`config.mk`:
```
export PLATFORM = sky130hd
export DESIGN_NAME = bur_queue
export DESIGN_NICKNAME = d
export VERILOG_FILES = /design/src/sv/bur_pkg.sv /design/src/sv/bur_queue.sv
export SDC_FILE = /design/constraint.sdc
export NUM_CORES = 1
export LEC_CHECK = 0
export ABC_CLOCK_PERIOD_IN_PS = 4840
export BUFFER_PORTS_ARGS = -buffer_cell sky130_fd_sc_hd__buf_2
export CAP_MARGIN = 5
export CORE_UTILIZATION = 50
export CTS_CLUSTER_DIAMETER = 60
export CTS_CLUSTER_SIZE = 12
export DETAILED_ROUTE_END_ITERATION = 10
export GPL_ROUTABILITY_DRIVEN = 0
export MAX_ROUTING_LAYER = met4
export PLACE_DENSITY = 0.77
export SYNTH_ARGS = -nofsm -noshare
export SYNTH_HDL_FRONTEND = slang
export SYNTH_SLANG_ARGS = --single-unit
```
`constraint.sdc`:
```
create_clock -name clk -period 4.84 [get_ports clk]
set_input_delay 0 -clock clk [delete_from_list [all_inputs] [get_ports clk]]
set_output_delay 0 -clock clk [all_outputs]
set_load 0.01 [all_outputs]
```
`src/sv/bur_pkg.sv`:
```
// ----------------------------------------------------------------------------
// bur_pkg
// Shared types and constants of the bilinear upscale/rotate sampler.
// ----------------------------------------------------------------------------
package bur_pkg;

  localparam logic [1:0] CFG_SOURCE_WIDTH  = 2'd0;
  localparam logic [1:0] CFG_SOURCE_HEIGHT = 2'd1;
  localparam logic [1:0] CFG_ROTATE_MODE   = 2'd2;

  localparam logic       ACTION_LOAD   = 1'b0;
  localparam logic       ACTION_SAMPLE = 1'b1;

  // cos/sin of 10 degrees, Q30
  localparam longint COS10_Q30 = 64'sd1057429273;
  localparam longint SIN10_Q30 = 64'sd186453311;

  // job fields sized for the widest supported configuration
  localparam int JOB_CW = 12;
  localparam int JOB_FW = 25;

  typedef struct packed {
    logic        action;
    logic [9:0]  column;
    logic [9:0]  row;
    logic [7:0]  red_in;
    logic [7:0]  green_in;
    logic [7:0]  blue_in;
  } in_t;

  typedef struct packed {
    logic [7:0]  red_out;
    logic [7:0]  green_out;
    logic [7:0]  blue_out;
  } out_t;

  typedef struct packed {
    logic              is_load;
    logic [JOB_CW-1:0] xi;
    logic [JOB_CW-1:0] yi;
    logic [JOB_FW-1:0] xf;
    logic [JOB_FW-1:0] yf;
    logic [23:0]       pixel;
  } job_t;

endpackage

```
`src/sv/bur_queue.sv`:
```
// ----------------------------------------------------------------------------
// bur_queue
// Two-entry job queue between the front and back ends.
// ----------------------------------------------------------------------------
module bur_queue (
  input  logic          clk,
  input  logic          rst,
  input  logic          push_valid,
  output logic          push_ready,
  input  bur_pkg::job_t push_data,
  output logic          pop_valid,
  input  logic          pop_ready,
  output bur_pkg::job_t pop_data
);

  bur_pkg::job_t entry [2];
  logic          wr_ptr, rd_ptr;
  logic [1:0]    count;
  logic          push, pop;

  assign push_ready = (count != 2'd2);
  assign pop_valid  = (count != 2'd0);
  assign push       = push_valid && push_ready;
  assign pop        = pop_valid && pop_ready;
  assign pop_data   = entry[rd_ptr];

  always_ff @(posedge clk) begin
    if (push) begin
      entry[wr_ptr] <= push_data;
    end
  end

  always_ff @(posedge clk) begin
    if (rst) begin
      wr_ptr <= 1'b0;
      rd_ptr <= 1'b0;
      count  <= 2'd0;
    end else begin
      if (push) begin
        wr_ptr <= ~wr_ptr;
      end
      if (pop) begin
        rd_ptr <= ~rd_ptr;
      end
      if (push && !pop) begin
        count <= count + 2'd1;
      end else if (pop && !push) begin
        count <= count - 2'd1;
      end
    end
  end

endmodule

```
Word-level counts from Yosys, hierarchy flattened
Memories as Yosys holds them, arrays and structs flattened. A register that Yosys moved wholly into a read port is not among the register bits.
Index checks and enable logic that the tools add are counted.

storage, ports and cells
  flip-flop bits (word level) = 4
  RAM bits = 198
  bits of input ports = 103
  output and inout bits = 101
  memories kept = 1

memories
  name   words  bits a word  rd ports  clocked after memory_dff  wr ports  line             text
  entry  2      99           1         1                         1         bur_queue.sv:16  bur_pkg::job_t entry [2];

operators by class
  add/sub/neg operators = 2
  equality and inequality tests = 1
  multiplexer cells = 6
  bitwise gates (word level) = 2
  reductions and logical operators = 8

operator list
  operator                                                             number
  1-bit logical AND                                                    4
  1-bit 2-to-1 mux                                                     4
  2-bit 2-to-1 mux                                                     2
  2-bit nonzero test                                                   2
  2-bit by 1-bit adder with 2-bit output (second input constant)       1
  1-bit logical NOT                                                    2
  2-bit != test (second input constant)                                1
  1-bit inverter                                                       2
  2-bit by 1-bit subtractor with 2-bit output (second input constant)  1

Depth between registers and ports, before layout
  depth after elaboration = 6
  gate-level depth with buffers = 6
  depth with buffers taken out = 6

Least setup slack after synthesis
OpenSTA, ideal clock, no wires.

  kind = reg-to-reg
  from = reg count[0]
  to = mem entry[1][0] (netlist bit), enable pin
  library setup time = 0.469 ns
  arrival = 2.982 ns
  slack = 1.388 ns
  cell stages (with the launch flop) = 3
  clock period less this slack = 3.452 ns
  cell sequence = dfxtp_1 -> nand2b_1 -> and3_1

between the ends
  longest elaborated chain between the ends = 4

ends and longest elaborated chain
  element                                 line             text
  start, declared                         bur_queue.sv:18  logic [1:0] count;
  start signal, assigned                  bur_queue.sv:46  count <= count + 2'd1;
  start signal, assigned                  bur_queue.sv:48  count <= count - 2'd1;
  2-bit != test                           bur_queue.sv:21  assign push_ready = (count != 2'd2);
  net push_ready                          bur_queue.sv:9   output logic push_ready,
  1-bit logical AND                       bur_queue.sv:23  assign push = push_valid && push_ready;
  1-bit 2-to-1 mux                        bur_queue.sv:28  if (push) begin
  1-bit 2-to-1 mux (implied by the code)  bur_queue.sv:29  entry[wr_ptr] <= push_data;
  end, declared                           bur_queue.sv:16

The timed path passes the listed nets, and every way through them passes these cells.

==> out/metrics.cfg <==
[logic_synthesis]
synth_area_per_cell_um2 = 22.27
yosysWarnings = 0
postSynthCellCount = 332
syn-num-nets = 436
synth_common_cells = 198 x edfxtp_1, 89 x mux2_2, 10 x mux2_4
synthTopCellsByArea = edfxtp_1 80%, mux2_2 14%, mux2_4 2.0%, dfxtp_1 1.4%, buf_2 0.54%
synthFlopType = edfxtp_1
yosysMostFrequentCell = edfxtp_1
synth-seq-cells = 203
yosysUniqueCellTypes = 19
synth_edf_count = 198
syn-cell-area_mm2 = 0.007395
yosys.area.top_type = edfxtp_1
synth_seq_area_share = 0.8176
synthArstFlopShare = 0
synth_top_area_share = 0.8041

[power_and_ir_drop]
swShare = 0.2606
ir_worst_vdd_uv = 413.4
p_leak_uw = 0.003852
comb_power_share = 0.234
pwr_density_cell_mw_per_mm2 = 473.5
p_switching_uw = 1256
intPower_uw = 3564
clkPwrFrac = 0.283
sequentialPowerShare = 0.484

[sta]
worst_slew_pin_slew_ps = 1005
rsz0062_at_grt = no
slew_headroom = 0.3302
skew_ps = 8.949
finalHoldViolCount = 0
fmax_mhz = 394.6
finalSetupTns_ps = 0
setup_violations = 0
worst_slack_ps = 2306
final.period_utilization = 0.5236
slew_violations = 0
whs_ps = 250.4
post-route-min-period_ps = 2534

[finish]
fin_util = 0.7031
area_growth_pct = 37.67
layout.nets = 755
drive_gt1_frac = 0.5030
fin_cells = 843

[clocking]
clk_latency_ps = 470
numCtsBuffers = 20
cts.sinks = 203
cts_root_buf = clkbuf_16
cts_resized = 0
cts_buffer_depth = 3
clkSlewWorstSetupHoldPaths_ps = 60
htreeDepth = 1
cts_tree = built

[route]
drt_iter0_drc = 212
drt-pass1-iter-count = 6
vias_per_cell = 4.974
routed_wl_um = 14720
dr_total_vias = 4193
routedWlPerCell_um = 17.46
antenna_left = 0
drc_errors = 0

[worst_hold_path]
hold_path.class = in -> reg
hold_depth = 2

[global_route]
grt_pass1_wl_um = 21040
grt_max_degree = 73
grt.overflow.total = 0
grt_util_all_layers = 0.1883
antenna_found_initial = 1
grt_pass1_vias = 4377

[setup_path]
ff2ff_path_depth = 4
required_ps = 4840
critPathTopFamily = flip-flops
path_class = reg -> out
slowest_delay_ps = 920
startpoint_type = flop
crit_fanout = 61
worstPathBufferInverterCount = 2
cp_num_cells = 3
worstPathArrival_ps = 2530
slowest_stage = dfxtp_4
worstPathCellList = buf_4, mux2_2, buf_2
endpoint_kind = output port

[place]
dpl_worst_slack_ps = 2380
dp_cells = 711
place.port_buffers = 203
dp_hpwl_um = 8263

[floorplan]
die_x_um = 123.6
die-area_mm2 = 0.01528
fp.coreArea_mm2 = 0.01448
io_pins = 204
start_util = 0.5107
rows = 44
die_h_um = 123.6

[status]
status = complete, no violations

[flow_run]
cap_violations = 0

==> what timing repair did <==
action	CTS	global route
hold buffers	102	0
buffers inserted	0	0
endpoints found under the hold margin	203	0
setup endpoints to repair	0	0
==> worst paths after layout <==
path,slack [ps],endpoint,startpoint
worst max-delay path,2310,pop_data[1],flop
worst min-delay path,250,entry[0][23],push_data[23]
worst max register to register,2360,entry[0][0],count[0]
worst min register to register,520,count[1],count[1]
==> worst register-to-register path, cell delays in order (launching register included) <==
cell	delay [ps]
dfxtp_1	420
nand2b_1	250
nand3b_1	190
inv_4	680
buf_4	580
==> state kept, by name (all words and copies together), names as in the netlist, named ones only <==
| name | flops |
|---|---|
| wr_ptr | 1 |
| count | 2 |
| entry | 198 |
| rd_ptr | 1 |
==> through the flow <==
step | cell area, µm² | total power [µW]
after floorplan | 7395 | 3033
after global placement | 8601 | 3393
after detailed placement | 8601 | 3430
after CTS | 10180 | 4852
after global routing | 10180 | 5027
final | 10180 | 4821
==> routing by layer <==
layer  track usage  vias up  wire length (µm)
met5             -        -                 0
met3       0.03342       23               858
met2        0.3337      144              7827
met1        0.2204     2077              5773
li1              -     1949                 -
met4       0.05196        0               261
==> cell type report <==
| class | instances | area, µm² |
|---|---|---|
| multi-input combinational | 117 | 1276 |
| sequential | 203 | 6050 |
| tap | 184 | 230.2 |
| antenna | 1 | 2.502 |
| fill | 903 | 4299 |
| inverter | 1 | 6.256 |
| clock buffer | 29 | 555.5 |
| timing repair buffer | 308 | 2059 |
==> logic make-up (layout without fill, tap and decap cells) <==
family / count (synthesis) / count (layout) / share of synthesized area
multiplexers: 99 / 99 / 0.1558
XOR/XNOR: 3 / 3 / 0.003554
flip-flops: 203 / 203 / 0.8176
AND/OR/NAND/NOR: 9 / 9 / 0.006771
buffers and inverters: 12 / 338 / 0.01049
other: 0 / 1 / 0
AO/OA/AOI/OAI: 5 / 5 / 0.004061
adder cells (fa/ha/maj): 1 / 1 / 0.001692
==> layout by cell type (no fill, tap or decap), types with 2 or more instances in the layout <==
cell type | Yosys | layout
xor2_1 | 3 | 3
nor2_1 | 3 | 3
buf_2 | 8 | 203
dfxtp_1 | 5 | 4
a21oi_1 | 2 | 2
dlygate4sd3_1 | 0 | 102
buf_4 | 0 | 3
o21ai_0 | 2 | 2
mux2_2 | 89 | 89
clkbuf_16 | 0 | 21
edfxtp_1 | 198 | 198
mux2_4 | 10 | 10
clkbuf_1 | 0 | 8
==> power by group through the flow <==
stage	clock, µW	combinational [µW]	sequential, µW
6_report	1360	1130	2330
2_1_floorplan	0	744	2290
3_5_place_dp	0	1060	2370
3_3_place_gp	0	1040	2350
4_1_cts	1390	1130	2330
5_1_grt	1460	1220	2360
No activity file was read; power rests on OpenSTA's default activity.
