**config.mk**
```make
export PLATFORM = sky130hd
export DESIGN_NAME = bur_front
export DESIGN_NICKNAME = d
export VERILOG_FILES = /design/src/sv/bur_pkg.sv /design/src/sv/bur_front.sv
export SDC_FILE = /design/constraint.sdc
export NUM_CORES = 2
export LEC_CHECK = 0
export BUFFER_PORTS_ARGS = -buffer_cell sky130_fd_sc_hd__buf_2
export CAP_MARGIN = 10
export CORE_MARGIN = 3
export CORE_UTILIZATION = 55
export DETAILED_ROUTE_END_ITERATION = 10
export PLACE_DENSITY = 0.76
export SLEW_MARGIN = 10
export SYNTH_ARGS = -nofsm -noshare
export SYNTH_HDL_FRONTEND = slang
export SYNTH_SLANG_ARGS = --single-unit
```
**constraint.sdc**
```tcl
create_clock -name clk -period 33.2 [get_ports clk]
set_clock_uncertainty 0.2 [all_clocks]
set_input_delay 3.32 -clock clk [delete_from_list [all_inputs] [get_ports clk]]
set_output_delay 3.32 -clock clk [all_outputs]
set_load 0.02 [all_outputs]
```
**src/sv/bur_pkg.sv**
```systemverilog
// ----------------------------------------------------------------------------
// bur_pkg
// Shared types and constants of the bilinear upscale/rotate sampler.
// ----------------------------------------------------------------------------
package bur_pkg;

  localparam logic [1:0] CFG_SOURCE_WIDTH  = 2'd0;
  localparam logic [1:0] CFG_SOURCE_HEIGHT = 2'd1;
  localparam logic [1:0] CFG_ROTATE_MODE   = 2'd2;

  localparam logic       ACTION_LOAD   = 1'b0;
  localparam logic       ACTION_SAMPLE = 1'b1;

  // cos/sin of 10 degrees, Q30
  localparam longint COS10_Q30 = 64'sd1057429273;
  localparam longint SIN10_Q30 = 64'sd186453311;

  // job fields sized for the widest supported configuration
  localparam int JOB_CW = 12;
  localparam int JOB_FW = 25;

  typedef struct packed {
    logic        action;
    logic [9:0]  column;
    logic [9:0]  row;
    logic [7:0]  red_in;
    logic [7:0]  green_in;
    logic [7:0]  blue_in;
  } in_t;

  typedef struct packed {
    logic [7:0]  red_out;
    logic [7:0]  green_out;
    logic [7:0]  blue_out;
  } out_t;

  typedef struct packed {
    logic              is_load;
    logic [JOB_CW-1:0] xi;
    logic [JOB_CW-1:0] yi;
    logic [JOB_FW-1:0] xf;
    logic [JOB_FW-1:0] yf;
    logic [23:0]       pixel;
  } job_t;

endpackage

```
**src/sv/bur_front.sv**
```systemverilog
// ----------------------------------------------------------------------------
// bur_front
// Accepts items, maps sample coordinates to source space (optional rotation),
// clamps them and emits a job for the back end; drops out-of-range loads.
// ----------------------------------------------------------------------------
module bur_front #(
  parameter int MAX_SOURCE_WIDTH  = 512,
  parameter int MAX_SOURCE_HEIGHT = 512,
  parameter int FRACTION_BITS     = 16
) (
  input  logic          clk,
  input  logic          rst,
  input  logic          in_valid,
  output logic          in_ready,
  input  bur_pkg::in_t  in_data,
  input  logic [9:0]    source_width,
  input  logic [9:0]    source_height,
  input  logic          rotate_mode,
  output logic          job_valid,
  input  logic          job_ready,
  output bur_pkg::job_t job
);

  localparam int F   = FRACTION_BITS;
  localparam int CW  = F + 14;
  localparam int KW  = F + 2;
  localparam int PW  = CW + KW;
  localparam int SZW = $clog2(((MAX_SOURCE_WIDTH > MAX_SOURCE_HEIGHT) ?
                               MAX_SOURCE_WIDTH : MAX_SOURCE_HEIGHT) + 1);
  localparam longint COS_R = (bur_pkg::COS10_Q30 + (64'sd1 <<< (29 - F))) >>> (30 - F);
  localparam longint SIN_R = (bur_pkg::SIN10_Q30 + (64'sd1 <<< (29 - F))) >>> (30 - F);
  localparam logic signed [KW-1:0] COS_K = KW'(COS_R);
  localparam logic signed [KW-1:0] SIN_K = KW'(SIN_R);
  localparam logic signed [CW-1:0] QUARTER = CW'(64'sd1 <<< (F - 2));

  typedef enum logic [2:0] {
    F_IDLE, F_DELTA, F_MUL, F_SUM, F_SPLIT, F_PUSH
  } state_t;

  state_t                 state;
  logic signed [CW-1:0]   sx, sy, dx, dy, rx, ry;
  logic signed [PW-1:0]   pxc, pys, pyc, pxs;
  logic [SZW-1:0]         w, h;
  logic [SZW-1:0]         w_c, h_c;
  logic signed [CW-1:0]   xcen, ycen;
  logic [CW-1:0]          ux, uy;
  bur_pkg::job_t          split_job;
  bur_pkg::job_t          load_job;

  always_comb begin
    if (source_width < 10'd2) begin
      w_c = SZW'(2);
    end else if (32'(source_width) > MAX_SOURCE_WIDTH) begin
      w_c = SZW'(MAX_SOURCE_WIDTH);
    end else begin
      w_c = SZW'(source_width);
    end
    if (source_height < 10'd2) begin
      h_c = SZW'(2);
    end else if (32'(source_height) > MAX_SOURCE_HEIGHT) begin
      h_c = SZW'(MAX_SOURCE_HEIGHT);
    end else begin
      h_c = SZW'(source_height);
    end
  end

  assign xcen = CW'(w - SZW'(1)) <<< (F - 1);
  assign ycen = CW'(h - SZW'(1)) <<< (F - 1);

  assign ux = rx[CW-1] ? '0 : rx;
  assign uy = ry[CW-1] ? '0 : ry;

  always_comb begin
    load_job         = '0;
    load_job.is_load = 1'b1;
    load_job.xi      = bur_pkg::JOB_CW'(in_data.column);
    load_job.yi      = bur_pkg::JOB_CW'(in_data.row);
    load_job.pixel   = {in_data.red_in, in_data.green_in, in_data.blue_in};
  end

  always_comb begin
    split_job = '0;
    split_job.is_load = 1'b0;
    if (32'(ux[CW-1:F]) >= 32'(w) - 32'd1) begin
      split_job.xi = bur_pkg::JOB_CW'(w - SZW'(2));
      split_job.xf = bur_pkg::JOB_FW'(33'd1 << F);
    end else begin
      split_job.xi = bur_pkg::JOB_CW'(ux[CW-1:F]);
      split_job.xf = bur_pkg::JOB_FW'(ux[F-1:0]);
    end
    if (32'(uy[CW-1:F]) >= 32'(h) - 32'd1) begin
      split_job.yi = bur_pkg::JOB_CW'(h - SZW'(2));
      split_job.yf = bur_pkg::JOB_FW'(33'd1 << F);
    end else begin
      split_job.yi = bur_pkg::JOB_CW'(uy[CW-1:F]);
      split_job.yf = bur_pkg::JOB_FW'(uy[F-1:0]);
    end
  end

  assign in_ready  = (state == F_IDLE);
  assign job_valid = (state == F_PUSH);

  always_ff @(posedge clk) begin
    if (rst) begin
      state <= F_IDLE;
    end else begin
      unique case (state)
        F_IDLE: begin
          if (in_valid) begin
            w   <= w_c;
            h   <= h_c;
            sx  <= (CW'(in_data.column) << (F - 1)) - QUARTER;
            sy  <= (CW'(in_data.row) << (F - 1)) - QUARTER;
            rx  <= (CW'(in_data.column) << (F - 1)) - QUARTER;
            ry  <= (CW'(in_data.row) << (F - 1)) - QUARTER;
            job <= load_job;
            if (in_data.action == bur_pkg::ACTION_LOAD) begin
              if (32'(in_data.column) < MAX_SOURCE_WIDTH &&
                  32'(in_data.row) < MAX_SOURCE_HEIGHT) begin
                state <= F_PUSH;
              end
            end else if (rotate_mode) begin
              state <= F_DELTA;
            end else begin
              state <= F_SPLIT;
            end
          end
        end
        F_DELTA: begin
          dx    <= sx - xcen;
          dy    <= sy - ycen;
          state <= F_MUL;
        end
        F_MUL: begin
          pxc   <= PW'(dx) * PW'(COS_K);
          pys   <= PW'(dy) * PW'(SIN_K);
          pyc   <= PW'(dy) * PW'(COS_K);
          pxs   <= PW'(dx) * PW'(SIN_K);
          state <= F_SUM;
        end
        F_SUM: begin
          rx    <= xcen + CW'((pxc + pys) >>> F);
          ry    <= ycen + CW'((pyc - pxs) >>> F);
          state <= F_SPLIT;
        end
        F_SPLIT: begin
          job   <= split_job;
          state <= F_PUSH;
        end
        F_PUSH: begin
          if (job_ready) begin
            state <= F_IDLE;
          end
        end
        default: state <= F_IDLE;
      endcase
    end
  end

endmodule

```
# Word-level counts from Yosys, hierarchy flattened

Index checks and enable logic that the tools add are counted.

Input port bits: 70
Bits in latches: 0
Memories: 0
Bits in read-only memories: 0
Bits in writable memories: 0
Bits in registers: 476
Output and inout port bits: 101

Magnitude comparators: 8
Add/sub/neg operators: 14
Bitwise gates (word level): 1
$mul: 4
Shift-type cells: 0
Mux-type cells: 20
Eq/ne operators: 8
Reductions and logical operators: 12
Div/mod/pow operators: 0

Operators with widths:

| operator                                                                       | number |
|---|---|
| 99-bit one-hot mux with 2 select lines                                         | 1 |
| 30-bit one-hot mux with 2 select lines                                         | 2 |
| 99-bit 2-to-1 mux                                                              | 1 |
| 30-bit by 15-bit multiplier with 44-bit output (second input constant)         | 2 |
| 30-bit by 13-bit multiplier with 43-bit output (second input constant)         | 2 |
| 13-bit by 32-bit >= comparator with 1-bit output                               | 2 |
| 26-bit by 30-bit adder with 30-bit output                                      | 2 |
| 30-bit 2-to-1 mux                                                              | 2 |
| 30-bit by 26-bit subtractor with 30-bit output                                 | 2 |
| 29-bit 2-to-1 mux                                                              | 2 |
| 25-bit by 15-bit subtractor with 26-bit output (second input constant)         | 2 |
| 46-bit by 45-bit adder with 46-bit output                                      | 1 |
| 46-bit by 45-bit subtractor with 46-bit output                                 | 1 |
| 10-bit by 1-bit subtractor with 11-bit output (second input constant)          | 4 |
| 17-bit 2-to-1 mux                                                              | 2 |
| 12-bit 2-to-1 mux                                                              | 2 |
| 10-bit by 2-bit subtractor with 11-bit output (second input constant)          | 2 |
| 10-bit > comparator (second input constant)                                    | 2 |
| 10-bit less-than comparator (second input constant)                            | 2 |
| 10-bit by 2-bit less-than comparator with 1-bit output (second input constant) | 2 |
| 10-bit 2-to-1 mux                                                              | 2 |
| 3-bit one-hot mux with 6 select lines                                          | 1 |
| 3-bit 2-to-1 mux                                                               | 5 |
| 3-bit AND reduction                                                            | 4 |
| 12 further kinds                                                               | 17 |

# Longest topological paths before layout

Depth in word-level cells: 6
Depth in mapped cells: 22
Depth with buffers taken out: 22

# Least setup slack after synthesis

Ideal clock, no wire load.

Path kind: in2reg
From: input rst
To: register pxc[17] (enable)
Data arrival time: 15.168 ns
Library setup time: 0.912 ns
Buffers on the path: 0
Setup slack: 16.920 ns
Stages: 1
Data required time: 32.088 ns
Cells stage by stage: nor4b_1

Word-level cells in the longest chain between the ends: 2

RTL lines:

| item                          | line             | text |
|---|---|---|
| start, declared               | bur_front.sv:12  | `input logic rst,` |
| 1-bit inverter (no line)      | --               |  |
| 2-bit AND reduction (no line) | --               |  |
| end signal, assigned          | bur_front.sv:135 | `pxc <= PW'(dx) * PW'(COS_K);` |
| end, declared                 | bur_front.sv:42  | `logic signed [PW-1:0] pxc, pys, pyc, pxs;` |

No other way between the ends.
A chain may end at the register's enable or synchronous reset.

# Worst setup path after layout

From: register dy[15]
To: register pyc[45], data pin

Word-level cells in the longest chain between the ends: 1

RTL lines:

| item                                           | line             | text |
|---|---|---|
| start, declared                                | bur_front.sv:41  | `logic signed [CW-1:0] sx, sy, dx, dy, rx, ry;` |
| start signal, assigned                         | bur_front.sv:131 | `dy <= sy - ycen;` |
| 30-bit by 15-bit multiplier with 44-bit output | bur_front.sv:137 | `pyc <= PW'(dy) * PW'(COS_K);` |
| end signal, assigned                           | bur_front.sv:137 |  |
| end, declared                                  | bur_front.sv:42  |  |

No other way between the ends.

==> reports/results.ini <==
[setup_path]
cp-end-kind = flip-flop
start_kind = flip-flop
worst-path-max-fanout = 12
crit_type = reg2reg
arrival_ns = 6.91
required_ns = 33.32

[yosys]
synthTopCellsByArea = edfxtp_1 29%, fa_1 19%, ha_1 18%, inv_1 6.6%, xnor2_1 3.8%
synth_area_per_cell_um2 = 10.5
synth_cell_types = 79
yosysSeqAreaShare_pct = 29.2
synth_area_um2 = 33600
ys_warn_count = 0
synth_top_area_share_pct = 29.0
synth-main-ff-cell = edfxtp_1
synthCells = 3194
synth-async-reset-ratio_pct = 0
yosys_register_bits = 328
synth_edf_count = 325
synth_top_area_cell = edfxtp_1

[grt]
antenna_found_initial = 0
grt_pass1_wl_mm = 123
grt_overflow_total = 0
track_usage_pct = 24.6
grt_start_max_net_pins = 82
grt_pass1_vias = 23175

[route]
vias = 23032
avgViaCountPerCell = 5.51
drt_iter0_markers = 1512
wl_per_cell_um = 18.6
drc = 0
wl_mm = 77.7
drtPass1Iterations = 7
ant_nets = 0

[placement]
hpwl_mm = 63.9
gp_congestion = 0.954
port_buffers = 152

[clock_network]
cts-root-buf = clkbuf_16
numCtsBuffers = 39
htreeDepth = 2
clock_path_buffers = 3
clock-sinks = 328
cts_hold_buf = 0
cts_tree = yes
clk_pin_slew_worst_paths_ns = 0.06
post_cts_buffers = 0
ctsResizeCount = 0
clkLatencyLatePin_ns = 0.57

[die]
rows = 90
die_x_um = 253
core_area_um2 = 60500
start_util_pct = 55.6
die_area_um2 = 64200
die_y_um = 253
pin_count = 171

[timing]
setup_viol = 0
layout_min_cycle_time_ns = 6.79
min_period_over_period_pct = 20.5
relSlewSlack_pct = 32.7
rsz0062_at_grt = no
slew_violations = 0
fin_setup_tns_ns = 0
worst_slew_pin_slew_ns = 1.01
fmax_mhz = 147
finalHoldViolations = 0

[job]
maxCapViolCount = 0

[final_layout]
syn2layout_area_growth_pct = 9.02
fill_cells = 4867
nets = 4240
drive_gt1_share_pct = 7.83
num_antenna_cells = 0

[worst_hold_path]
hp-class = reg2reg

[outcome]
outcome = complete, no violations

## path summary, 6_finish.rpt
kind,endpoint,from,slack (ns),cells past startpoint
worst max-delay path,pyc[45],dy[15],26.41,18
worst min-delay path,job[64],rx[15],0.31,1
worst max register to register,pyc[45],dy[15],26.41,18
worst min register to register,job[64],rx[15],0.31,1
## area by class of cell
class	instances	area, µm²	share of cell area, %
multi-input combinational	2236	21400	58.4
sequential	328	9820	26.8
clock inverter	28	332	0.904
clock buffer	42	997	2.72
inverter	597	2240	6.11
tap	782	978	2.67
timing repair buffer	167	873	2.38
## critical path, cell delays in order, from the launching register on
cell,delay [ns]
edfxtp_1,0.68
inv_1,0.29
ha_1,0.41
xnor2_1,0.50
xnor2_1,0.20
fa_1,0.55
fa_1,0.52
fa_1,0.55
inv_1,0.06
fa_1,0.54
inv_1,0.05
ha_1,0.34
nand2_1,0.07
o31ai_1,0.58
a221oi_1,0.23
o21ai_1,0.36
a221oi_1,0.16
o21bai_1,0.17
xnor2_1,0.08
## cells by family after synthesis
kind of cell               share of synthesized area, %
adders and majority gates                          36.9
other                                            0.0111
DFF                                                29.2
muxes                                             0.725
and+or+nand+nor                                    9.24
AOI/OAI and AO/OA                                  10.2
xor gates and xnor gates                           6.30
buffers and inverters                              7.42
## routing by layer
| layer | vias up | GRT usage (%) | wire length, µm |
|---|---|---|---|
| met1 | 11152 | 32.6 | 33100 |
| met4 | 0 | 9.59 | 3290 |
| li1 | 11088 | - | - |
| met5 | - | 0 | 0 |
| met2 | 649 | 40.0 | 35900 |
| met3 | 143 | 4.92 | 5310 |
## registers in the layout, summed over array words and instances, names as in the netlist
name,flops
pys,28
w,10
pxs,28
dx,15
pxc,29
job,81
dy,15
rx,29
pyc,29
state,3
sy,11
h,10
sx,11
ry,29
## cells in the mapped netlist, types with 17 or more instances
library cell	n
nand3_1	36
xnor2_1	145
a21oi_1	165
o21bai_1	19
o21a_1	34
o211ai_1	17
inv_1	596
fa_1	317
o31ai_1	17
a21o_1	83
buf_4	18
edfxtp_1	325
nand2b_1	33
and2_1	63
clkbuf_1	30
mux2i_1	21
nor2b_1	52
xor2_1	92
o21ai_0	75
nor3_1	57
nand2_1	133
o21ai_1	26
nor2_1	158
ha_1	484
## layout by cell type, fill, tap and decap left out, drive strengths merged, types with 10 or more instances in the layout
master and n:
o31ai 18, o21a 34, nand3 36, nand2 133
nor2b 52, xnor2 145, and3 15, inv 597
nor3b 10, conb 18, clkinv 20, clkbuf 42
xor2 92, or3 14, or2 10, a21oi 165
o21ai 101, o211ai 17, edfxtp 325, o21bai 19
and2 64, nor4 10, fa 317, ha 484
buf 167, nor3 58, a21boi 10, a21o 83
a31oi 11, mux2i 21, nand2b 33, nor2 158
a211oi 15
## per-stage QoR
stage,hold slack [ns],worst slack (ns),instances,instance area (µm²),util [%]
finish,0.315,26.41,4180,36700,60.7
CTS,0.317,26.46,4180,36700,60.7
floorplan,0.297,16.92,3211,33700,-
detailed placement,0.305,26.52,4110,35300,58.5
global placement,0.301,26.58,4110,35300,58.5
global route,0.331,26.08,4180,36700,60.7
Power is left out: the tool's default activity adds up to more than one toggle a clock period on the data nets, which glitch-free logic cannot reach.
